`src/rtl/pd_lfd_pkg.sv`:
```
// Shared types, constants and helper functions for the line follower drive block.
package pd_lfd_pkg;

   localparam int SAMPLE_W    = 12;
   localparam int TIME_W      = 32;
   localparam int SPEED_W     = 12;
   localparam int GAIN_W      = 8;
   localparam int LEVEL_W     = 6;
   localparam int DIFF_W      = 7;
   localparam int STEER_W     = 15;
   localparam int DRIVE_W     = 16;
   localparam int CSR_INDEX_W = 3;
   localparam int CSR_DATA_W  = 12;

   localparam int WHITE_BOUND = 50;
   localparam int BLACK_BOUND = 880;
   localparam int LEVEL_TOP   = 5;
   localparam int LEVEL_STEP  = (BLACK_BOUND - WHITE_BOUND) / LEVEL_TOP;
   localparam int LEVEL_STEPS = ((1 << SAMPLE_W) - 1 - WHITE_BOUND) / LEVEL_STEP;

   localparam int MAG_W       = 14;
   localparam int PROD_W      = GAIN_W + MAG_W;
   localparam int DIV_STEPS   = MAG_W;
   localparam int CNT_W       = $clog2(DIV_STEPS);
   localparam int DRIVE_MAX   = (1 << DRIVE_W) - 1;
   localparam int STEER_LIMIT = 14535;
   localparam int ERROR_LIMIT = 19;
   localparam int QUEUE_DEPTH = 2;

   localparam logic [CSR_INDEX_W-1:0] CSR_PROP_GAIN     = 3'd0;
   localparam logic [CSR_INDEX_W-1:0] CSR_DERIV_GAIN    = 3'd1;
   localparam logic [CSR_INDEX_W-1:0] CSR_DEFAULT_SPEED = 3'd2;
   localparam logic [CSR_INDEX_W-1:0] CSR_INNER_GAIN    = 3'd3;
   localparam logic [CSR_INDEX_W-1:0] CSR_OUTER_GAIN    = 3'd4;

   typedef struct packed {
      logic [GAIN_W-1:0]  prop_gain;
      logic [GAIN_W-1:0]  deriv_gain;
      logic [SPEED_W-1:0] default_speed;
      logic [GAIN_W-1:0]  inner_gain;
      logic [GAIN_W-1:0]  outer_gain;
   } cfg_type;

   localparam cfg_type CFG_RESET = '{
      prop_gain:     8'd25,
      deriv_gain:    8'd70,
      default_speed: 12'd1125,
      inner_gain:    8'd27,
      outer_gain:    8'd27
   };

   typedef struct packed {
      logic signed [LEVEL_W-1:0] error;
      logic signed [DIFF_W-1:0]  error_step;
      logic [TIME_W-1:0]         elapsed;
      logic [SPEED_W-1:0]        speed;
      logic                      direction;
   } work_type;

   // Linear map of a sample onto 5 (white) .. -19, truncating toward zero.
   function automatic logic signed [LEVEL_W-1:0] sample_level(input logic [SAMPLE_W-1:0] x);
      logic [LEVEL_W-1:0] steps;
      steps = '0;
      for (int k = 1; k <= LEVEL_STEPS; k++) begin
         if (x >= SAMPLE_W'(WHITE_BOUND + LEVEL_STEP * k)) begin
            steps = steps + 1'b1;
         end
      end
      return $signed(LEVEL_W'(LEVEL_TOP) - steps);
   endfunction

   function automatic logic [DRIVE_W-1:0] sat_drive(input logic [PROD_W:0] v);
      if (v > (PROD_W + 1)'(DRIVE_MAX)) begin
         return DRIVE_W'(DRIVE_MAX);
      end
      return v[DRIVE_W-1:0];
   endfunction

endpackage

```
`src/rtl/pd_lfd_front.sv`:
```
// Front end: accepts a beat, maps samples to levels, classifies the error and tracks history.
module pd_lfd_front (
   input  logic                              clock,
   input  logic                              reset,
   input  pd_lfd_pkg::cfg_type               cfg,
   input  logic                              req_valid,
   output logic                              req_stall,
   input  logic [pd_lfd_pkg::SAMPLE_W-1:0]   req_left_sample,
   input  logic [pd_lfd_pkg::SAMPLE_W-1:0]   req_right_sample,
   input  logic [pd_lfd_pkg::TIME_W-1:0]     req_now_ms,
   input  logic                              req_direction,
   input  logic [pd_lfd_pkg::SPEED_W-1:0]    req_base_speed,
   output logic                              push_valid,
   input  logic                              push_ready,
   output pd_lfd_pkg::work_type              push_work
);
   import pd_lfd_pkg::*;

   typedef enum logic [1:0] {
      F_IDLE = 2'b01,
      F_PUSH = 2'b10
   } front_state_type;

   front_state_type           state_ff, state_in;
   logic signed [LEVEL_W-1:0] left_level_ff, left_level_in;
   logic signed [LEVEL_W-1:0] right_level_ff, right_level_in;
   logic [TIME_W-1:0]         now_ff, now_in;
   logic                      direction_ff, direction_in;
   logic [SPEED_W-1:0]        speed_ff, speed_in;
   logic signed [LEVEL_W-1:0] cur_error_ff, cur_error_in;
   logic signed [LEVEL_W-1:0] prev_error_ff, prev_error_in;
   logic [TIME_W-1:0]         cur_since_ff, cur_since_in;
   logic [TIME_W-1:0]         prev_since_ff, prev_since_in;

   logic                      accept;
   logic                      push_fire;
   logic signed [DIFF_W-1:0]  level_sum;
   logic signed [DIFF_W-1:0]  level_round;
   logic signed [LEVEL_W-1:0] half;
   logic signed [LEVEL_W-1:0] error_new;
   logic                      changed;
   logic signed [LEVEL_W-1:0] prev_error_next;
   logic [TIME_W-1:0]         cur_since_next;
   logic [TIME_W-1:0]         prev_since_next;

   assign req_stall  = (state_ff != F_IDLE);
   assign accept     = req_valid && !req_stall;
   assign push_valid = (state_ff == F_PUSH);
   assign push_fire  = push_valid && push_ready;

   always_comb begin
      level_sum   = DIFF_W'(left_level_ff) + DIFF_W'(right_level_ff);
      level_round = level_sum + $signed({{(DIFF_W-1){1'b0}}, level_sum[DIFF_W-1]});
      half        = LEVEL_W'(level_round >>> 1);
      if (left_level_ff > right_level_ff) begin
         error_new = -half;
      end else if (right_level_ff > left_level_ff) begin
         error_new = half;
      end else if (cur_error_ff < 0) begin
         error_new = -half;
      end else if (cur_error_ff > 0) begin
         error_new = half;
      end else begin
         error_new = '0;
      end
      changed         = (error_new != cur_error_ff);
      prev_error_next = changed ? cur_error_ff : prev_error_ff;
      cur_since_next  = changed ? now_ff : cur_since_ff;
      prev_since_next = changed ? cur_since_ff : prev_since_ff;

      push_work.error      = error_new;
      push_work.error_step = DIFF_W'(error_new) - DIFF_W'(prev_error_next);
      push_work.elapsed    = now_ff - prev_since_next;
      push_work.speed      = speed_ff;
      push_work.direction  = direction_ff;
   end

   always_comb begin
      state_in       = state_ff;
      left_level_in  = left_level_ff;
      right_level_in = right_level_ff;
      now_in         = now_ff;
      direction_in   = direction_ff;
      speed_in       = speed_ff;
      cur_error_in   = cur_error_ff;
      prev_error_in  = prev_error_ff;
      cur_since_in   = cur_since_ff;
      prev_since_in  = prev_since_ff;
      case (state_ff)
         F_IDLE: begin
            if (accept) begin
               left_level_in  = sample_level(req_left_sample);
               right_level_in = sample_level(req_right_sample);
               now_in         = req_now_ms;
               direction_in   = req_direction;
               speed_in       = (req_base_speed == '0) ? cfg.default_speed : req_base_speed;
               state_in       = F_PUSH;
            end
         end
         F_PUSH: begin
            if (push_fire) begin
               cur_error_in  = error_new;
               prev_error_in = prev_error_next;
               cur_since_in  = cur_since_next;
               prev_since_in = prev_since_next;
               state_in      = F_IDLE;
            end
         end
         default: begin
            state_in = F_IDLE;
         end
      endcase
   end

   always_ff @(posedge clock) begin
      if (reset) begin
         state_ff      <= F_IDLE;
         cur_error_ff  <= '0;
         prev_error_ff <= '0;
         cur_since_ff  <= '0;
         prev_since_ff <= '0;
      end else begin
         state_ff      <= state_in;
         cur_error_ff  <= cur_error_in;
         prev_error_ff <= prev_error_in;
         cur_since_ff  <= cur_since_in;
         prev_since_ff <= prev_since_in;
      end
   end

   always_ff @(posedge clock) begin
      left_level_ff  <= left_level_in;
      right_level_ff <= right_level_in;
      now_ff         <= now_in;
      direction_ff   <= direction_in;
      speed_ff       <= speed_in;
   end

endmodule

```
`src/rtl/pd_lfd_queue.sv`:
```
// Short register queue of classified work between the front end and the drive sequencer.
module pd_lfd_queue (
   input  logic                  clock,
   input  logic                  reset,
   input  logic                  push_valid,
   output logic                  push_ready,
   input  pd_lfd_pkg::work_type  push_work,
   output logic                  pop_valid,
   input  logic                  pop_ready,
   output pd_lfd_pkg::work_type  pop_work
);
   import pd_lfd_pkg::*;

   localparam int PTR_W   = $clog2(QUEUE_DEPTH);
   localparam int COUNT_W = $clog2(QUEUE_DEPTH + 1);

   work_type           slot_ff [QUEUE_DEPTH];
   logic [PTR_W-1:0]   wr_ptr_ff, wr_ptr_in;
   logic [PTR_W-1:0]   rd_ptr_ff, rd_ptr_in;
   logic [COUNT_W-1:0] count_ff, count_in;
   logic               push_fire;
   logic               pop_fire;

   assign push_ready = (count_ff != COUNT_W'(QUEUE_DEPTH));
   assign pop_valid  = (count_ff != '0);
   assign pop_work   = slot_ff[rd_ptr_ff];
   assign push_fire  = push_valid && push_ready;
   assign pop_fire   = pop_valid && pop_ready;

   always_comb begin
      wr_ptr_in = wr_ptr_ff;
      rd_ptr_in = rd_ptr_ff;
      count_in  = count_ff;
      if (push_fire) begin
         wr_ptr_in = (wr_ptr_ff == PTR_W'(QUEUE_DEPTH - 1)) ? '0 : wr_ptr_ff + 1'b1;
      end
      if (pop_fire) begin
         rd_ptr_in = (rd_ptr_ff == PTR_W'(QUEUE_DEPTH - 1)) ? '0 : rd_ptr_ff + 1'b1;
      end
      if (push_fire && !pop_fire) begin
         count_in = count_ff + 1'b1;
      end else if (pop_fire && !push_fire) begin
         count_in = count_ff - 1'b1;
      end
   end

   always_ff @(posedge clock) begin
      if (reset) begin
         wr_ptr_ff <= '0;
         rd_ptr_ff <= '0;
         count_ff  <= '0;
      end else begin
         wr_ptr_ff <= wr_ptr_in;
         rd_ptr_ff <= rd_ptr_in;
         count_ff  <= count_in;
      end
   end

   always_ff @(posedge clock) begin
      if (push_fire) begin
         slot_ff[wr_ptr_ff] <= push_work;
      end
   end

endmodule

```
`src/rtl/pd_lfd_back.sv`:
```
// Back end: sequencer with a shared multiplier and a restoring divider, drive mixing, output register.
module pd_lfd_back (
   input  logic                                   clock,
   input  logic                                   reset,
   input  pd_lfd_pkg::cfg_type                    cfg,
   input  logic                                   pop_valid,
   output logic                                   pop_ready,
   input  pd_lfd_pkg::work_type                   pop_work,
   output logic                                   rsp_valid,
   input  logic                                   rsp_stall,
   output logic [pd_lfd_pkg::DRIVE_W-1:0]         rsp_left_forward,
   output logic [pd_lfd_pkg::DRIVE_W-1:0]         rsp_left_reverse,
   output logic [pd_lfd_pkg::DRIVE_W-1:0]         rsp_right_forward,
   output logic [pd_lfd_pkg::DRIVE_W-1:0]         rsp_right_reverse,
   output logic signed [pd_lfd_pkg::STEER_W-1:0]  rsp_steering,
   output logic signed [pd_lfd_pkg::LEVEL_W-1:0]  rsp_error_level
);
   import pd_lfd_pkg::*;

   typedef enum logic [7:0] {
      B_IDLE  = 8'b0000_0001,
      B_MUL_P = 8'b0000_0010,
      B_MUL_D = 8'b0000_0100,
      B_DIV   = 8'b0000_1000,
      B_SUM   = 8'b0001_0000,
      B_MUL_I = 8'b0010_0000,
      B_MUL_O = 8'b0100_0000,
      B_OUT   = 8'b1000_0000
   } back_state_type;

   back_state_type            state_ff, state_in;
   work_type                  work_ff, work_in;
   logic signed [MAG_W-1:0]   p_ff, p_in;
   logic [MAG_W-1:0]          rem_ff, rem_in;
   logic [MAG_W-1:0]          quo_ff, quo_in;
   logic [CNT_W-1:0]          cnt_ff, cnt_in;
   logic signed [STEER_W-1:0] steer_ff, steer_in;
   logic [MAG_W-1:0]          mag_ff, mag_in;
   logic [PROD_W-1:0]         inner_prod_ff, inner_prod_in;
   logic [PROD_W-1:0]         outer_prod_ff, outer_prod_in;
   logic                      rsp_valid_ff, rsp_valid_in;
   logic [DRIVE_W-1:0]        lf_ff, lf_in;
   logic [DRIVE_W-1:0]        lr_ff, lr_in;
   logic [DRIVE_W-1:0]        rf_ff, rf_in;
   logic [DRIVE_W-1:0]        rr_ff, rr_in;
   logic signed [STEER_W-1:0] steer_out_ff, steer_out_in;
   logic signed [LEVEL_W-1:0] error_out_ff, error_out_in;

   logic [GAIN_W-1:0]         mul_a;
   logic [MAG_W-1:0]          mul_b;
   logic [PROD_W-1:0]         mul_prod;
   logic [LEVEL_W-1:0]        error_mag;
   logic [DIFF_W-1:0]         step_mag;
   logic [MAG_W:0]            trial;
   logic                      fits;
   logic [MAG_W-1:0]          quotient;
   logic signed [STEER_W-1:0] d_term;
   logic signed [STEER_W-1:0] g_sum;
   logic [PROD_W:0]           speed_ext;
   logic                      inner_neg;
   logic [DRIVE_W-1:0]        inner_fwd;
   logic [DRIVE_W-1:0]        inner_rev;
   logic [DRIVE_W-1:0]        outer_fwd;
   logic                      out_free;

   assign pop_ready         = (state_ff == B_IDLE);
   assign out_free          = !rsp_valid_ff || !rsp_stall;
   assign rsp_valid         = rsp_valid_ff;
   assign rsp_left_forward  = lf_ff;
   assign rsp_left_reverse  = lr_ff;
   assign rsp_right_forward = rf_ff;
   assign rsp_right_reverse = rr_ff;
   assign rsp_steering      = steer_out_ff;
   assign rsp_error_level   = error_out_ff;

   always_comb begin
      error_mag = (work_ff.error < 0) ? LEVEL_W'(-work_ff.error) : LEVEL_W'(work_ff.error);
      step_mag  = (work_ff.error_step < 0) ? DIFF_W'(-work_ff.error_step)
                                           : DIFF_W'(work_ff.error_step);
      case (state_ff)
         B_MUL_P: begin
            mul_a = cfg.prop_gain;
            mul_b = MAG_W'(error_mag);
         end
         B_MUL_D: begin
            mul_a = cfg.deriv_gain;
            mul_b = MAG_W'(step_mag);
         end
         B_MUL_I: begin
            mul_a = cfg.inner_gain;
            mul_b = mag_ff;
         end
         B_MUL_O: begin
            mul_a = cfg.outer_gain;
            mul_b = mag_ff;
         end
         default: begin
            mul_a = '0;
            mul_b = '0;
         end
      endcase
      mul_prod = PROD_W'(mul_a) * PROD_W'(mul_b);
   end

   always_comb begin
      trial    = {rem_ff, quo_ff[MAG_W-1]};
      fits     = (TIME_W'(trial) >= work_ff.elapsed);
      quotient = (work_ff.elapsed == '0) ? '0 : quo_ff;
      d_term   = (work_ff.error_step < 0) ? -$signed(STEER_W'(quotient))
                                          : $signed(STEER_W'(quotient));
      g_sum    = STEER_W'(p_ff) + d_term;
   end

   always_comb begin
      speed_ext = (PROD_W + 1)'(work_ff.speed);
      inner_neg = ({1'b0, inner_prod_ff} > speed_ext);
      inner_fwd = inner_neg ? '0 : DRIVE_W'(speed_ext - {1'b0, inner_prod_ff});
      inner_rev = inner_neg ? sat_drive({1'b0, inner_prod_ff} - speed_ext) : '0;
      outer_fwd = sat_drive(speed_ext + {1'b0, outer_prod_ff});
   end

   always_comb begin
      state_in      = state_ff;
      work_in       = work_ff;
      p_in          = p_ff;
      rem_in        = rem_ff;
      quo_in        = quo_ff;
      cnt_in        = cnt_ff;
      steer_in      = steer_ff;
      mag_in        = mag_ff;
      inner_prod_in = inner_prod_ff;
      outer_prod_in = outer_prod_ff;
      rsp_valid_in  = rsp_valid_ff && rsp_stall;
      lf_in         = lf_ff;
      lr_in         = lr_ff;
      rf_in         = rf_ff;
      rr_in         = rr_ff;
      steer_out_in  = steer_out_ff;
      error_out_in  = error_out_ff;
      case (state_ff)
         B_IDLE: begin
            if (pop_valid) begin
               work_in  = pop_work;
               state_in = B_MUL_P;
            end
         end
         B_MUL_P: begin
            p_in     = (work_ff.error < 0) ? -$signed(mul_prod[MAG_W-1:0])
                                           : $signed(mul_prod[MAG_W-1:0]);
            state_in = B_MUL_D;
         end
         B_MUL_D: begin
            quo_in   = mul_prod[MAG_W-1:0];
            rem_in   = '0;
            cnt_in   = '0;
            state_in = B_DIV;
         end
         B_DIV: begin
            rem_in = fits ? MAG_W'(trial - work_ff.elapsed[MAG_W:0]) : trial[MAG_W-1:0];
            quo_in = {quo_ff[MAG_W-2:0], fits};
            cnt_in = cnt_ff + 1'b1;
            if (cnt_ff == CNT_W'(DIV_STEPS - 1)) begin
               state_in = B_SUM;
            end
         end
         B_SUM: begin
            steer_in = g_sum;
            mag_in   = (g_sum < 0) ? MAG_W'(-g_sum) : MAG_W'(g_sum);
            state_in = B_MUL_I;
         end
         B_MUL_I: begin
            inner_prod_in = mul_prod;
            state_in      = B_MUL_O;
         end
         B_MUL_O: begin
            outer_prod_in = mul_prod;
            state_in      = B_OUT;
         end
         B_OUT: begin
            if (out_free) begin
               rsp_valid_in = 1'b1;
               steer_out_in = steer_ff;
               error_out_in = work_ff.error;
               if (steer_ff[STEER_W-1]) begin
                  rf_in = inner_fwd;
                  rr_in = inner_rev;
                  lf_in = outer_fwd;
                  lr_in = '0;
               end else begin
                  lf_in = inner_fwd;
                  lr_in = inner_rev;
                  rf_in = outer_fwd;
                  rr_in = '0;
               end
               // reverse straight back when the direction flag is set and no steering is asked for
               if (work_ff.direction && (steer_ff == '0)) begin
                  lf_in = '0;
                  rf_in = '0;
                  lr_in = DRIVE_W'(work_ff.speed);
                  rr_in = DRIVE_W'(work_ff.speed);
               end
               state_in = B_IDLE;
            end
         end
         default: begin
            state_in = B_IDLE;
         end
      endcase
   end

   always_ff @(posedge clock) begin
      if (reset) begin
         state_ff     <= B_IDLE;
         rsp_valid_ff <= 1'b0;
      end else begin
         state_ff     <= state_in;
         rsp_valid_ff <= rsp_valid_in;
      end
   end

   always_ff @(posedge clock) begin
      work_ff       <= work_in;
      p_ff          <= p_in;
      rem_ff        <= rem_in;
      quo_ff        <= quo_in;
      cnt_ff        <= cnt_in;
      steer_ff      <= steer_in;
      mag_ff        <= mag_in;
      inner_prod_ff <= inner_prod_in;
      outer_prod_ff <= outer_prod_in;
      lf_ff         <= lf_in;
      lr_ff         <= lr_in;
      rf_ff         <= rf_in;
      rr_ff         <= rr_in;
      steer_out_ff  <= steer_out_in;
      error_out_ff  <= error_out_in;
   end

endmodule

```
`src/rtl/pd_line_follower_drive.sv`:
```
// Top level of the PD line follower differential drive block.
// Use: each req beat carries two reflectance samples, a millisecond timestamp,
// a direction flag and a base speed; each beat yields exactly one rsp beat with
// four wheel drive levels, the steering value and the current error level.
// Both channels use valid/stall; a beat moves when valid is high and stall low.
// The csr port writes gains and the default speed; write only while idle.
// An accepted req beat is classified in the front end, queued, then run by the
// drive sequencer, whose shared 8x14 multiplier and 14-step restoring divider
// handle one item at a time; it takes a new item only after the last one is written to the output register.
// The front end holds each beat until it is queued, and a two-entry queue decouples it
// from the sequencer, so new beats are taken while a result waits.
// A stalled rsp beat holds in the output register; the sequencer then waits
// in its final step, the queue fills and req_stall rises.
// Reset (synchronous, active high) restores the register defaults, clears the
// error history and timestamps, and empties the queue and output register.
module pd_line_follower_drive (
   input  logic                                   clock,
   input  logic                                   reset,
   input  logic                                   csr_write_enable,
   input  logic [pd_lfd_pkg::CSR_INDEX_W-1:0]     csr_index,
   input  logic [pd_lfd_pkg::CSR_DATA_W-1:0]      csr_write_data,
   input  logic                                   req_valid,
   output logic                                   req_stall,
   input  logic [pd_lfd_pkg::SAMPLE_W-1:0]        req_left_sample,
   input  logic [pd_lfd_pkg::SAMPLE_W-1:0]        req_right_sample,
   input  logic [pd_lfd_pkg::TIME_W-1:0]          req_now_ms,
   input  logic                                   req_direction,
   input  logic [pd_lfd_pkg::SPEED_W-1:0]         req_base_speed,
   output logic                                   rsp_valid,
   input  logic                                   rsp_stall,
   output logic [pd_lfd_pkg::DRIVE_W-1:0]         rsp_left_forward,
   output logic [pd_lfd_pkg::DRIVE_W-1:0]         rsp_left_reverse,
   output logic [pd_lfd_pkg::DRIVE_W-1:0]         rsp_right_forward,
   output logic [pd_lfd_pkg::DRIVE_W-1:0]         rsp_right_reverse,
   output logic signed [pd_lfd_pkg::STEER_W-1:0]  rsp_steering,
   output logic signed [pd_lfd_pkg::LEVEL_W-1:0]  rsp_error_level
);
   import pd_lfd_pkg::*;

   cfg_type  cfg_ff, cfg_in;
   logic     push_valid;
   logic     push_ready;
   work_type push_work;
   logic     pop_valid;
   logic     pop_ready;
   work_type pop_work;

   always_comb begin
      cfg_in = cfg_ff;
      if (csr_write_enable) begin
         case (csr_index)
            CSR_PROP_GAIN:     cfg_in.prop_gain     = csr_write_data[GAIN_W-1:0];
            CSR_DERIV_GAIN:    cfg_in.deriv_gain    = csr_write_data[GAIN_W-1:0];
            CSR_DEFAULT_SPEED: cfg_in.default_speed = csr_write_data[SPEED_W-1:0];
            CSR_INNER_GAIN:    cfg_in.inner_gain    = csr_write_data[GAIN_W-1:0];
            CSR_OUTER_GAIN:    cfg_in.outer_gain    = csr_write_data[GAIN_W-1:0];
            default: begin
               cfg_in = cfg_ff;
            end
         endcase
      end
   end

   always_ff @(posedge clock) begin
      if (reset) begin
         cfg_ff <= CFG_RESET;
      end else begin
         cfg_ff <= cfg_in;
      end
   end

   pd_lfd_front u_front (
      .clock            (clock),
      .reset            (reset),
      .cfg              (cfg_ff),
      .req_valid        (req_valid),
      .req_stall        (req_stall),
      .req_left_sample  (req_left_sample),
      .req_right_sample (req_right_sample),
      .req_now_ms       (req_now_ms),
      .req_direction    (req_direction),
      .req_base_speed   (req_base_speed),
      .push_valid       (push_valid),
      .push_ready       (push_ready),
      .push_work        (push_work)
   );

   pd_lfd_queue u_queue (
      .clock      (clock),
      .reset      (reset),
      .push_valid (push_valid),
      .push_ready (push_ready),
      .push_work  (push_work),
      .pop_valid  (pop_valid),
      .pop_ready  (pop_ready),
      .pop_work   (pop_work)
   );

   pd_lfd_back u_back (
      .clock             (clock),
      .reset             (reset),
      .cfg               (cfg_ff),
      .pop_valid         (pop_valid),
      .pop_ready         (pop_ready),
      .pop_work          (pop_work),
      .rsp_valid         (rsp_valid),
      .rsp_stall         (rsp_stall),
      .rsp_left_forward  (rsp_left_forward),
      .rsp_left_reverse  (rsp_left_reverse),
      .rsp_right_forward (rsp_right_forward),
      .rsp_right_reverse (rsp_right_reverse),
      .rsp_steering      (rsp_steering),
      .rsp_error_level   (rsp_error_level)
   );

`ifndef SYNTHESIS
   a_steer_bound: assert property (@(posedge clock) disable iff (reset)
      rsp_valid |-> (rsp_steering <= STEER_LIMIT) && (rsp_steering >= -STEER_LIMIT))
      else $error("steering beyond P plus D bound");

   a_error_bound: assert property (@(posedge clock) disable iff (reset)
      rsp_valid |-> (rsp_error_level <= ERROR_LIMIT) && (rsp_error_level >= -ERROR_LIMIT))
      else $error("error level out of range");

   a_one_reverse: assert property (@(posedge clock) disable iff (reset)
      rsp_valid && (rsp_steering != '0) |-> (rsp_left_reverse == '0) || (rsp_right_reverse == '0))
      else $error("both wheels reversed while steering");

   a_front_busy: assert property (@(posedge clock) disable iff (reset)
      req_valid && !req_stall |=> req_stall)
      else $error("front end took a beat while classifying");
`endif

endmodule

```
`config.mk`:
```
export PLATFORM = sky130hd
export DESIGN_NAME = pd_line_follower_drive
export DESIGN_NICKNAME = d
export VERILOG_FILES = /design/src/rtl/pd_lfd_pkg.sv /design/src/rtl/pd_lfd_front.sv /design/src/rtl/pd_lfd_queue.sv /design/src/rtl/pd_lfd_back.sv /design/src/rtl/pd_line_follower_drive.sv
export SDC_FILE = /design/constraint.sdc
export NUM_CORES = 1
export LEC_CHECK = 0
export ABC_CLOCK_PERIOD_IN_PS = 23200
export BUFFER_PORTS_ARGS = -buffer_cell sky130_fd_sc_hd__buf_2
export CORE_UTILIZATION = 50
export DETAILED_ROUTE_END_ITERATION = 10
export PLACE_DENSITY_LB_ADDON = 0.15
export SYNTH_ARGS = -nofsm -noshare
export SYNTH_HDL_FRONTEND = slang
export SYNTH_HIERARCHICAL = 1
export SYNTH_SLANG_ARGS = --single-unit
```
`constraint.sdc`:
```
create_clock -name clock -period 23.2 [get_ports clock]
set_input_delay 4.64 -clock clock [delete_from_list [all_inputs] [get_ports clock]]
set_output_delay 4.64 -clock clock [all_outputs]
set_load 0.03 [all_outputs]
```
# Yosys cells after proc, flatten, opt, wreduce, memory -nomap -nowiden
# Memories as Yosys holds them, arrays and structs flattened. A register that Yosys moved wholly into a read port is not among the register bits.
# Cells that the tools add are included.
totals:
  mem_bits_ro: 0
  mem_bits_rw: 116
  memories: 1
  in_bits: 89
  word_cells: 416
  out_inout_bits: 87
  reg_bits: 396
  latch_bits: 0
mem_list:
  columns: ["memory", "words", "width", "read_ports", "rd_ports_with_merged_regs", "write_ports", "line", "source"]
  rows:
  - ["u_queue.slot_ff", 2, 58, 1, 1, 1, "pd_lfd_queue.sv:17", "work_type slot_ff [QUEUE_DEPTH];"]
op_classes:
  n_eq_ne: 23
  magnitude_cmp: 59
  mul: 1
  n_mux: 192
  div: 0
  reduce_logical: 35
  shift: 0
  n_bitwise: 1
  addsub: 68
op_table:
  columns: ["cell", "n"]
  rows:
  - ["2-to-1 mux 6 bit", 148]
  - [">= comparator 12 bit, second input constant", 24]
  - ["adder 6 x 1 -> 6 bit, second input constant", 46]
  - [">= comparator 12 x 11 -> 1 bit, second input constant", 14]
  - ["2-to-1 mux 16 bit", 8]
  - [">= comparator 12 x 10 -> 1 bit, second input constant", 6]
  - ["case mux 8 bit (8 select lines)", 1]
  - ["2-to-1 mux 12 bit", 5]
  - ["2-to-1 mux 14 bit", 4]
  - ["case mux 14 bit (2 select lines)", 2]
  - ["greater-than comparator 23 x 16 -> 1 bit, second input constant", 2]
  - ["case mux 14 bit (3 select lines)", 1]
  - [">= comparator 15 x 32 -> 1 bit", 1]
  - ["logical NOT 32 bit", 1]
  - ["2-to-1 mux 32 bit", 1]
  - ["case mux 8 bit (4 select lines)", 1]
  - ["subtractor 32 bit", 1]
  - ["negator 14 bit", 2]
  - [">= comparator 12 x 8 -> 1 bit, second input constant", 2]
  - [">= comparator 12 x 9 -> 1 bit, second input constant", 2]
  - ["2-to-1 mux 8 bit", 3]
  - ["adder 12 x 22 -> 23 bit", 1]
  - ["subtractor 22 x 12 -> 23 bit", 1]
  - ["greater-than comparator 22 x 12 -> 1 bit", 1]
  - ["other kinds (54)", 101]

# Longest topological paths before layout
# Gate-level depths: netlist of run 1.
logic_depth:
  word_depth: 98
  ltp_mapped: 72
  mapped_depth_nobuf: 69

# Hierarchy
# The synthesis of run 1 kept the hierarchy.
by_module_without_submodules:
  columns: ["module", "n_inst", "seq_area_each_um2", "area_each_um2", "cells_each"]
  rows:
  - ["pd_lfd_back", 1, 8017.7, 17734.5, 1679]
  - ["pd_lfd_front", 1, 3273.1, 14681.6, 1902]
  - ["pd_lfd_queue", 1, 3583.4, 4404.2, 204]
  - ["pd_line_follower_drive", 1, 880.8, 1783.0, 171]

# Worst setup path before layout of run 1
# Ideal clock, no wire load.
synth_timing:
  path_kind: "input port to flip-flop"
  startpoint: "input port req_right_sample[3] (netlist name)"
  endpoint: "register u_front.right_level_ff[5] (data pin)"
  path_stages: 70
  arrival_ps: 18356
  slack_ps: 4584
  setup_time_ps: 260
  t_required_ps: 22940
  path_buffers: 2
  cell_sequence: "buf_2 > buf_1 > nand4_1 > o311ai_0 > inv_1 > ha_1 > xor2_2 > ha_1 > o22a_1 > ha_1 > xnor2_1 > nor2_1 > a311o_1 > ha_1 > nand2b_1 > o31ai_1 > a31o_2 > inv_1 > [34 not listed] > ha_1 > a21oi_1 > nor2_1 > ha_1 > nand2_1 > o31ai_1 > ha_1 > mux2_2 > ha_1 > mux2_2 > ha_1 > mux2_2 > ha_1 > mux2i_1 > inv_1 > ha_1 > o22ai_1 > xnor2_1"
synth_between:
  elab_chain_cells: 97
  word_cells_on_any_way: 120
  classes_between: "add/sub: 24; order compare: 24; mux: 72"
synth_lines:
  columns: ["element", "line", "source"]
  rows:
  - ["start, declared", "pd_line_follower_drive.sv:25", "input logic [pd_lfd_pkg::SAMPLE_W-1:0] req_right_sample,"]
  - [">= comparator 12 x 8 -> 1 bit", "pd_lfd_pkg.sv:65", "if (x >= SAMPLE_W'(WHITE_BOUND + LEVEL_STEP * k)) begin"]
  - ["2-to-1 mux 1 bit", "pd_lfd_pkg.sv:65", null]
  - ["2-to-1 mux 6 bit", "pd_lfd_front.sv:91", "if (accept) begin"]
  - ["2-to-1 mux 6 bit", "pd_lfd_front.sv:89", "case (state_ff)"]
  - ["adder 6 x 1 -> 6 bit", "pd_lfd_pkg.sv:66", "steps = steps + 1'b1;"]
  - ["2-to-1 mux 6 bit", "pd_lfd_pkg.sv:65", null]
  - ["2-to-1 mux 6 bit", "pd_lfd_front.sv:91", null]
  - ["2-to-1 mux 6 bit", "pd_lfd_front.sv:89", null]
  - ["[81 not listed]", null, null]
  - ["2-to-1 mux 6 bit", "pd_lfd_pkg.sv:65", null]
  - ["2-to-1 mux 6 bit", "pd_lfd_front.sv:91", null]
  - ["2-to-1 mux 6 bit", "pd_lfd_front.sv:89", null]
  - ["adder 6 x 1 -> 6 bit", "pd_lfd_pkg.sv:66", null]
  - ["2-to-1 mux 6 bit (*)", "pd_lfd_pkg.sv:65", null]
  - ["2-to-1 mux 6 bit (*)", "pd_lfd_front.sv:91", null]
  - ["2-to-1 mux 6 bit (*)", "pd_lfd_front.sv:89", null]
  - ["subtractor 3 x 6 -> 6 bit (*)", "pd_lfd_pkg.sv:69", "return $signed(LEVEL_W'(LEVEL_TOP) - steps);"]
  - ["end signal, assigned", "pd_lfd_front.sv:133", "right_level_ff <= right_level_in;"]
  - ["end, declared", "pd_lfd_front.sv:26", "logic signed [LEVEL_W-1:0] right_level_ff, right_level_in;"]
# Mark *: on every way between the ends. The rest lies on a longest branch, timed or not. The select of a mux whose other input is x is not followed.
# A chain may end at the register's enable or synchronous reset.

# Final worst setup path of run 1
layout_timing:
  startpoint: "input port req_right_sample[4] (netlist name)"
  endpoint: "register u_front.right_level_ff[5] (data pin)"
# Same word-level chain as after synthesis.

==> flow_summary.toml, run 1 <==
[route]
drt_pass1_iterations = 7
routed_via_density = 5.57
detail-route-antenna-nets = 0
detail_route.iter0.violations = 1983
wl_um = 88000
drt-wirelength-per-cell_um = 17.1
drc_errors = 0
via_count = 28709

[clocking]
cts.repair.resized = 0
cts_h_tree_lvls = 2
cts_setup_buffers = 0
clock_insertion_delay_worst_skew_ns = 0.63
cts_root_buf = "sky130_fd_sc_hd__clkbuf_16"
cts_buffers = 57
cts_hold_buf = 0
cts_num_sinks = 570
clkSlewWorstSetupHoldPaths_ns = 0.06
clockBufferDepth = 3
clock_tree_from_tritoncts = "built"

[logic_synthesis]
cell_with_the_most_instances_after_synthesis = "sky130_fd_sc_hd__edfxtp_1"
synthesis.area_mm2 = 0.0386
synth_warnings = 6
count_of_flip_flops_with_a_built_in_enable_after_synthesis = 434
yosys.cell_types.count = 107
synth_largest_area_cell = "sky130_fd_sc_hd__edfxtp_1"
post_synthesis_area_per_instance_um2 = 9.76
synth_seq_cells = 570
ys_top_cells_by_count = "434 x sky130_fd_sc_hd__edfxtp_1, 425 x sky130_fd_sc_hd__nand2_1, 362 x sky130_fd_sc_hd__nor2_1"
yosysTopAreaCellShare_pct = 33.8
post_synth_inst_count = 3956
synth.yosys.seq_area_share_pct = 40.8
synthFlopType = "sky130_fd_sc_hd__edfxtp_1"
ys_async_sr_fraction_pct = 0
yosys-top-cells-area = "sky130_fd_sc_hd__edfxtp_1 34%, sky130_fd_sc_hd__dfxtp_1 7.1%, sky130_fd_sc_hd__ha_1 7.0%"
synthesis.nets = 4340

[min_path]
worstHoldEndpoint = "u_queue/slot_ff[1][0]$_DFFE_PP_"
min_delay_path_depth = 0
min_path_type = "reg -> reg"
hold_path_startpoint = "u_front/direction_ff$_DFFE_PP_"

[critical_path]
timing.critical_path.required_ns = 23.55
startpoint_type = "input pin"
worst-setup-path-type = "in -> reg"
timing.critical_path.fanout_max = 20
worst_path_most_repeated_cell = "sky130_fd_sc_hd__ha_1"
timing.reg2reg.worst_path_depth = 43
r2r-start = "u_front/right_level_ff[0]$_DFFE_PP_"
endpoint_kind = "flop"
r2r_setup_slack_ns = 13.18
critPathMaxStageDelay_ns = 0.55
critical_r2r_capture = "u_queue/slot_ff[0][43]$_DFFE_PP_"
slowest_stage = "sky130_fd_sc_hd__o311ai_0"
cp_data_arrival_time_ns = 19.67

[job]
drv_cap = 0

[floorplan]
fp-row-count = 101
die_y_um = 280
core_area_mm2 = 0.0762
floorplan.initialDensity_pct = 50.7
top_level_ports = 176
floorplan.die_area_mm2 = 0.0783
fp.dieW_um = 280

[global_route]
maximum_number_of_pins_on_one_net_before_global_route_repair = 86
via_count_of_the_first_global_routing_pass = 27322
grt_pass1_wl_um = 142000
global_route.usage.total_pct = 22.3
globalRouteOverflowTotal = 0
grt_antenna_before_repair = 3

[sta]
setup_viol = 0
period_minus_slack_ns = 19.33
clock.fmax_ghz = 0.0517
maxSlewHeadroom_pct = 19.5
grt_setup_unrepaired = "false"
final_count_of_pins_violating_max_slew = 0
fin_worst_skew_ns = 0.0451
actual_transition_at_the_worst_max_transition_pin_ns = 1.20
post-route-period-util_pct = 83.3
final-hold-violation-count = 0
fin_setup_tns_ns = 0
setup_slack_ns = 3.87

[place]
port_buffers = 175
post_dp_cell_area_mm2 = 0.0404
preCtsSetupSlack_ns = 3.32
estimated_wirelength_of_the_detail_placed_design_um = 65800
gpl.final_weighted_congestion = 0.897

[power]
static-leakage-power_nw = 16.6
power_per_cell_area_mw_per_mm2 = 110
total_power_w = 0.00466
peakVddDrop_mv = 0.0947

[finish]
layout.cell_area.non_filler_mm2 = 0.0424
post_layout_net_count = 4455
share_of_final_layout_standard_cells_stronger_than_drive_strength_1_pct = 11.5
sequential_cell_area_mm2 = 0.0158
fin_util_pct = 55.6
area_delta_synth_final_pct = 9.78
fill_cells = 6774
multiInputGateArea_mm2 = 0.0212

[status]
run_status = "completed"
[cells in the final DEF, fill, tap and decap left out, types with 16 or more instances in the layout]
cell type                   instances
sky130_fd_sc_hd__a211oi_1          33
sky130_fd_sc_hd__a21boi_0          21
sky130_fd_sc_hd__a21o_1            49
sky130_fd_sc_hd__a21oi_1          252
sky130_fd_sc_hd__a31oi_1           44
sky130_fd_sc_hd__and2_1            30
sky130_fd_sc_hd__and3_1            19
sky130_fd_sc_hd__buf_2            174
sky130_fd_sc_hd__buf_4             39
sky130_fd_sc_hd__clkbuf_16         58
sky130_fd_sc_hd__dfxtp_1          135
sky130_fd_sc_hd__edfxtp_1         434
sky130_fd_sc_hd__fa_1              80
sky130_fd_sc_hd__ha_1             215
sky130_fd_sc_hd__inv_1            270
sky130_fd_sc_hd__mux2_2            71
sky130_fd_sc_hd__mux2i_1          101
sky130_fd_sc_hd__nand2_1          424
sky130_fd_sc_hd__nand2b_1          84
sky130_fd_sc_hd__nand3_1           74
sky130_fd_sc_hd__nand4_1           28
sky130_fd_sc_hd__nor2_1           361
sky130_fd_sc_hd__nor2b_1           26
sky130_fd_sc_hd__nor3_1            98
sky130_fd_sc_hd__nor4_1            22
sky130_fd_sc_hd__o211ai_1          21
sky130_fd_sc_hd__o21a_1            37
sky130_fd_sc_hd__o21ai_0          144
sky130_fd_sc_hd__o21bai_1          16
sky130_fd_sc_hd__o31ai_1           34
sky130_fd_sc_hd__or2_2             32
sky130_fd_sc_hd__or3_1             33
sky130_fd_sc_hd__xnor2_1          202
sky130_fd_sc_hd__xor2_1            99
[final cells by class]
cell class	count	area share, %
multi-input cells	2955	50.0
flip-flops and latches	570	37.2
clock buffers	70	3.60
well taps	1030	3.04
repair buffers	213	2.75
inverters	274	2.43
clock inverters	38	0.971
diodes	1	0.00591
[how the worst max path moves through the flow]
stage / slack [ns] / cells after the start / start / to
detailed placement: 3.32 / 69 / req_right_sample[4] / u_front/right_level_ff[5]$_DFFE_PP_
finish: 3.87 / 69 / req_right_sample[4] / u_front/right_level_ff[5]$_DFFE_PP_
global placement: 3.63 / 69 / req_right_sample[4] / u_front/right_level_ff[5]$_DFFE_PP_
global route: 2.60 / 69 / req_right_sample[4] / u_front/right_level_ff[5]$_DFFE_PP_
floorplan: 4.58 / 70 / req_right_sample[3] / u_front/right_level_ff[5]$_DFFE_PP_
CTS: 3.91 / 69 / req_right_sample[4] / u_front/right_level_ff[5]$_DFFE_PP_
[sequential cells by signal, summed over array words and instances (netlist names), 16 cells and up, named ones only]
name	cells
u_back/rsp_right_reverse	16
u_front/now_ff	32
u_queue/slot_ff	116
u_back/rsp_left_reverse	16
u_back/rsp_left_forward	16
u_back/rsp_right_forward	16
u_front/prev_since_ff	32
u_front/cur_since_ff	32
u_back/outer_prod_ff	22
cfg_ff	44
u_back/work_ff	46
u_back/inner_prod_ff	22
[metrics by stage]
step	hold WS, ns	instances
finish	0.446	5151
global route	0.450	5150
CTS	0.445	5150
detailed placement	0.430	5042
global placement	0.423	5042
floorplan	0.421	3956
[worst max-delay path, delay by kind of cell]
| kind | cells | cell delay [ns] |
|---|---|---|
| fa+ha+maj | 22 | 6.94 |
| compound gates | 18 | 3.56 |
| mux | 7 | 1.62 |
| simple gates | 12 | 1.30 |
| buf+inv | 7 | 0.89 |
| xor+xnor | 3 | 0.68 |
[cells by family (layout without fill, tap and decap cells)]
logic type / after synthesis / after routing / share of synthesized area (%)
simple gates: 1326 / 1326 / 16.3
compound gates: 831 / 831 / 14.3
flops: 570 / 570 / 40.8
buf+inv: 431 / 595 / 4.39
xor+xnor: 329 / 329 / 8.34
fa+ha+maj: 297 / 297 / 11.2
mux: 172 / 172 / 4.69
other cells: 0 / 1 / 0
[where the power goes]
group          switching, W  leakage (nW)  total, W  internal, W
logic               0.00136          10.7   0.00236     0.000998
clock network      0.000391         0.940  0.000938     0.000547
registers         0.0000634          4.95   0.00136      0.00130
[metal layers]
| layer | up-vias | part of all wire [%] | track usage [%] |
|---|---|---|---|
| met5 | - | 0 | 0 |
| met4 | 0 | 1.5 | 4.51 |
| met3 | 93 | 4.5 | 2.55 |
| met2 | 611 | 47 | 38.0 |
| met1 | 13667 | 47 | 30.8 |
| li1 | 14338 | - | - |
Power figures use the tool's default switching activity.
==> run 2, diff against run 1 <==
--- a/config.mk
+++ b/config.mk
@@ -5,7 +5,8 @@
 export SDC_FILE = /design/constraint.sdc
 export NUM_CORES = 1
 export LEC_CHECK = 0
-export ABC_CLOCK_PERIOD_IN_PS = 23200
+export ABC_AREA = 1
+export ABC_CLOCK_PERIOD_IN_PS = 18200
 export BUFFER_PORTS_ARGS = -buffer_cell sky130_fd_sc_hd__buf_2
 export CORE_UTILIZATION = 50
 export DETAILED_ROUTE_END_ITERATION = 10
==> constraint.sdc (replaced) <==
create_clock -name clock -period 18.2 [get_ports clock]
set_input_delay 3.64 -clock clock [delete_from_list [all_inputs] [get_ports clock]]
set_output_delay 3.64 -clock clock [all_outputs]
set_load 0.03 [all_outputs]
==> run 2 against run 1 <==
  * Worst hold slack worse by 0.050 ns
  * Area after synthesis is 7.7% higher
  * Via count increased by 17%
  * Critical path depth rose by 13
  * Combinational power down 3%
  * Count of clock-buffer cells in the layout up 2
  * Largest power group unchanged
==> flow_summary.toml, run 2 <==
[status]
run_status = "completed"

[sta]
setup_viol = 0
post-route-period-util_pct = 84.9
maxSlewHeadroom_pct = 22.7
fin_setup_tns_ns = 0
fin_worst_skew_ns = 0.0747
grt_setup_unrepaired = "false"
period_minus_slack_ns = 15.46
clock.fmax_ghz = 0.0647
final-hold-violation-count = 0
actual_transition_at_the_worst_max_transition_pin_ns = 1.16
final_count_of_pins_violating_max_slew = 0

[global_route]
grt_antenna_before_repair = 1
via_count_of_the_first_global_routing_pass = 31894
grt_pass1_wl_um = 160000
globalRouteOverflowTotal = 0
maximum_number_of_pins_on_one_net_before_global_route_repair = 76
global_route.usage.total_pct = 23.0

[logic_synthesis]
post_synth_inst_count = 5220
synth.yosys.seq_area_share_pct = 37.9
synthFlopType = "sky130_fd_sc_hd__edfxtp_1"
count_of_flip_flops_with_a_built_in_enable_after_synthesis = 434
synthesis.nets = 5604
synth_largest_area_cell = "sky130_fd_sc_hd__edfxtp_1"
yosysTopAreaCellShare_pct = 31.3
yosys.cell_types.count = 66
post_synthesis_area_per_instance_um2 = 7.96
ys_async_sr_fraction_pct = 0
ys_top_cells_by_count = "1235 x sky130_fd_sc_hd__nand2_1, 741 x sky130_fd_sc_hd__inv_1, 535 x sky130_fd_sc_hd__nor2_1"
synthesis.area_mm2 = 0.0416
synth_warnings = 6
cell_with_the_most_instances_after_synthesis = "sky130_fd_sc_hd__nand2_1"
synth_seq_cells = 570
yosys-top-cells-area = "sky130_fd_sc_hd__edfxtp_1 31%, sky130_fd_sc_hd__nand2_1 11%, sky130_fd_sc_hd__inv_1 6.7%"

[finish]
layout.cell_area.non_filler_mm2 = 0.0456
fin_util_pct = 55.4
layout_common_cells = "1234 x sky130_fd_sc_hd__nand2_1, 741 x sky130_fd_sc_hd__inv_1, 528 x sky130_fd_sc_hd__nor2_1"
share_of_final_layout_standard_cells_stronger_than_drive_strength_1_pct = 14.3
area_delta_synth_final_pct = 9.57
reg_top3 = "u_queue/slot_ff (116), u_back/work_ff (46), cfg_ff (44)"
largest_register_ff_count = 116
insertedDiodeCount = 0
post_layout_net_count = 5759
layout.cells.non_filler = 6496
layout_commonest_cell = "sky130_fd_sc_hd__nand2_1"
largest-register = "u_queue/slot_ff"

[route]
via_count = 33499
drt_pass1_iterations = 8
drt-wirelength-per-cell_um = 15.0
detail-route-antenna-nets = 0
drc_errors = 0
routed_via_density = 5.16
detail_route.iter0.violations = 1937
wl_um = 97800

[power]
static-leakage-power_nw = 22.0
combinational_power_share_pct = 43.2
peakVddDrop_mv = 0.134
power.switching_fraction_pct = 39.8
power.sequential.fraction_pct = 32.5
total_power_w = 0.00528
power_report.internal_total_w = 0.00318
power_per_cell_area_mw_per_mm2 = 116
share_of_total_power_in_the_clock_network_pct = 24.2
power_switching_w = 0.00210

[clocking]
clockBufferDepth = 3
cts_buffers = 59
cts_num_sinks = 570
clock_tree_from_tritoncts = "built"
cts_root_buf = "sky130_fd_sc_hd__clkbuf_16"
clkSlewWorstSetupHoldPaths_ns = 0.06
cts_hold_buf = 0
cts_setup_buffers = 0
cts_h_tree_lvls = 2
clock_insertion_delay_worst_skew_ns = 0.67
cts.repair.resized = 0

[critical_path]
timing.critical_path.required_ns = 18.60
endpoint_kind = "flop"
timing.critical_path.fanout_max = 6
startpoint_type = "input pin"
critPathMaxStageDelay_ns = 0.33
slowest_stage = "sky130_fd_sc_hd__nor2_1"
worst_path_most_repeated_cell = "sky130_fd_sc_hd__nand2_1"
worst-setup-path-type = "in -> reg"
cp_data_arrival_time_ns = 15.86

[floorplan]
core_area_mm2 = 0.0822
floorplan.initialDensity_pct = 50.6
fp.dieW_um = 290
floorplan.die_area_mm2 = 0.0843
fp-row-count = 105
die_y_um = 290
top_level_ports = 176

[place]
port_buffers = 173
post_dp_cell_area_mm2 = 0.0434
gpl.final_weighted_congestion = 0.943
estimated_wirelength_of_the_detail_placed_design_um = 76000
dp_cells = 6384

[min_path]
min_path_type = "reg -> reg"

[job]
drv_cap = 0
run 2: cell types whose count changed in the layout (fill, tap and decap cells not counted), moves of 64 or more:
cell,before,now
sky130_fd_sc_hd__nand2_1,424,1234
sky130_fd_sc_hd__inv_1,270,741
sky130_fd_sc_hd__nand3_1,74,460
sky130_fd_sc_hd__nor2_1,361,528
sky130_fd_sc_hd__xnor2_1,202,46
sky130_fd_sc_hd__nand2_2,1,115
sky130_fd_sc_hd__nand3_2,0,102
sky130_fd_sc_hd__a21oi_1,252,169
sky130_fd_sc_hd__nand2b_1,84,1
sky130_fd_sc_hd__mux2i_1,101,30
sky130_fd_sc_hd__inv_2,3,73
sky130_fd_sc_hd__nor3_1,98,34
run 2: cell families after synthesis:
kind of cell	Yosys count	share of synthesized area, %
DFF	570	37.9
buffers and inverters	914	8.68
muxes	88	2.47
and+or+nand+nor	2712	30.6
adders and majority gates	295	10.3
xor gates and xnor gates	154	3.24
AOI/OAI and AO/OA	487	6.80
run 2: cell type report:
| class | count | area (um^2) |
|---|---|---|
| Tap cell | 1070 | 1340 |
| Timing Repair Buffer | 191 | 1000 |
| Clock inverter | 40 | 489 |
| Clock buffer | 72 | 1620 |
| Sequential cell | 570 | 15800 |
| Inverter | 817 | 3070 |
| Fill cell | 7719 | 36700 |
| Multi-Input combinational cell | 3736 | 22300 |
run 2: power groups by stage:
stage	registers, W	logic, W	clock network (W)
after global routing	0.00173	0.00260	0.00136
after detailed placement	0.00175	0.00228	0
after floorplan	0.00171	0.00183	0
after global placement	0.00175	0.00223	0
final	0.00172	0.00228	0.00128
after CTS	0.00172	0.00229	0.00131
run 2: critical path: cells and delay by family:
family,cells,cell delay (ns)
AO/OA/AOI/OAI,3,0.59
adder cells (fa/ha/maj),22,6.19
buffers and inverters,9,0.73
AND/OR/NAND/NOR,48,4.71
run 2: worst paths after layout:
check / cells past startpoint / endpoint / slack, ns / start
setup / recovery: 82 / u_front/right_level_ff[5]$_DFFE_PP_ / 2.74 / req_right_sample[8]
hold / removal: 0 / u_queue/slot_ff[0][10]$_DFFE_PP_ / 0.40 / u_front/speed_ff[9]$_DFFE_PP_
setup reg to reg: 50 / u_queue/slot_ff[0][44]$_DFFE_PP_ / 8.63 / u_front/left_level_ff[0]$_DFFE_PP_
hold reg to reg: 0 / u_queue/slot_ff[0][10]$_DFFE_PP_ / 0.40 / u_front/speed_ff[9]$_DFFE_PP_
run 2: stage by stage:
| step | setup WS, ns | hold WS, ns |
|---|---|---|
| final | 2.74 | 0.395 |
| after global routing | 1.85 | 0.410 |
| after CTS | 2.73 | 0.401 |
| after detailed placement | 2.07 | 0.433 |
| after global placement | 2.25 | 0.424 |
| after floorplan | 3.08 | 0.417 |
run 2: routing by layer:
metal	vias up	track usage (%)	part of all wire, %
li1	17331	-	-
met1	15388	29.9	45
met2	643	40.0	48
met3	135	2.91	4.2
met4	2	6.81	2.6
met5	-	0	0.0082
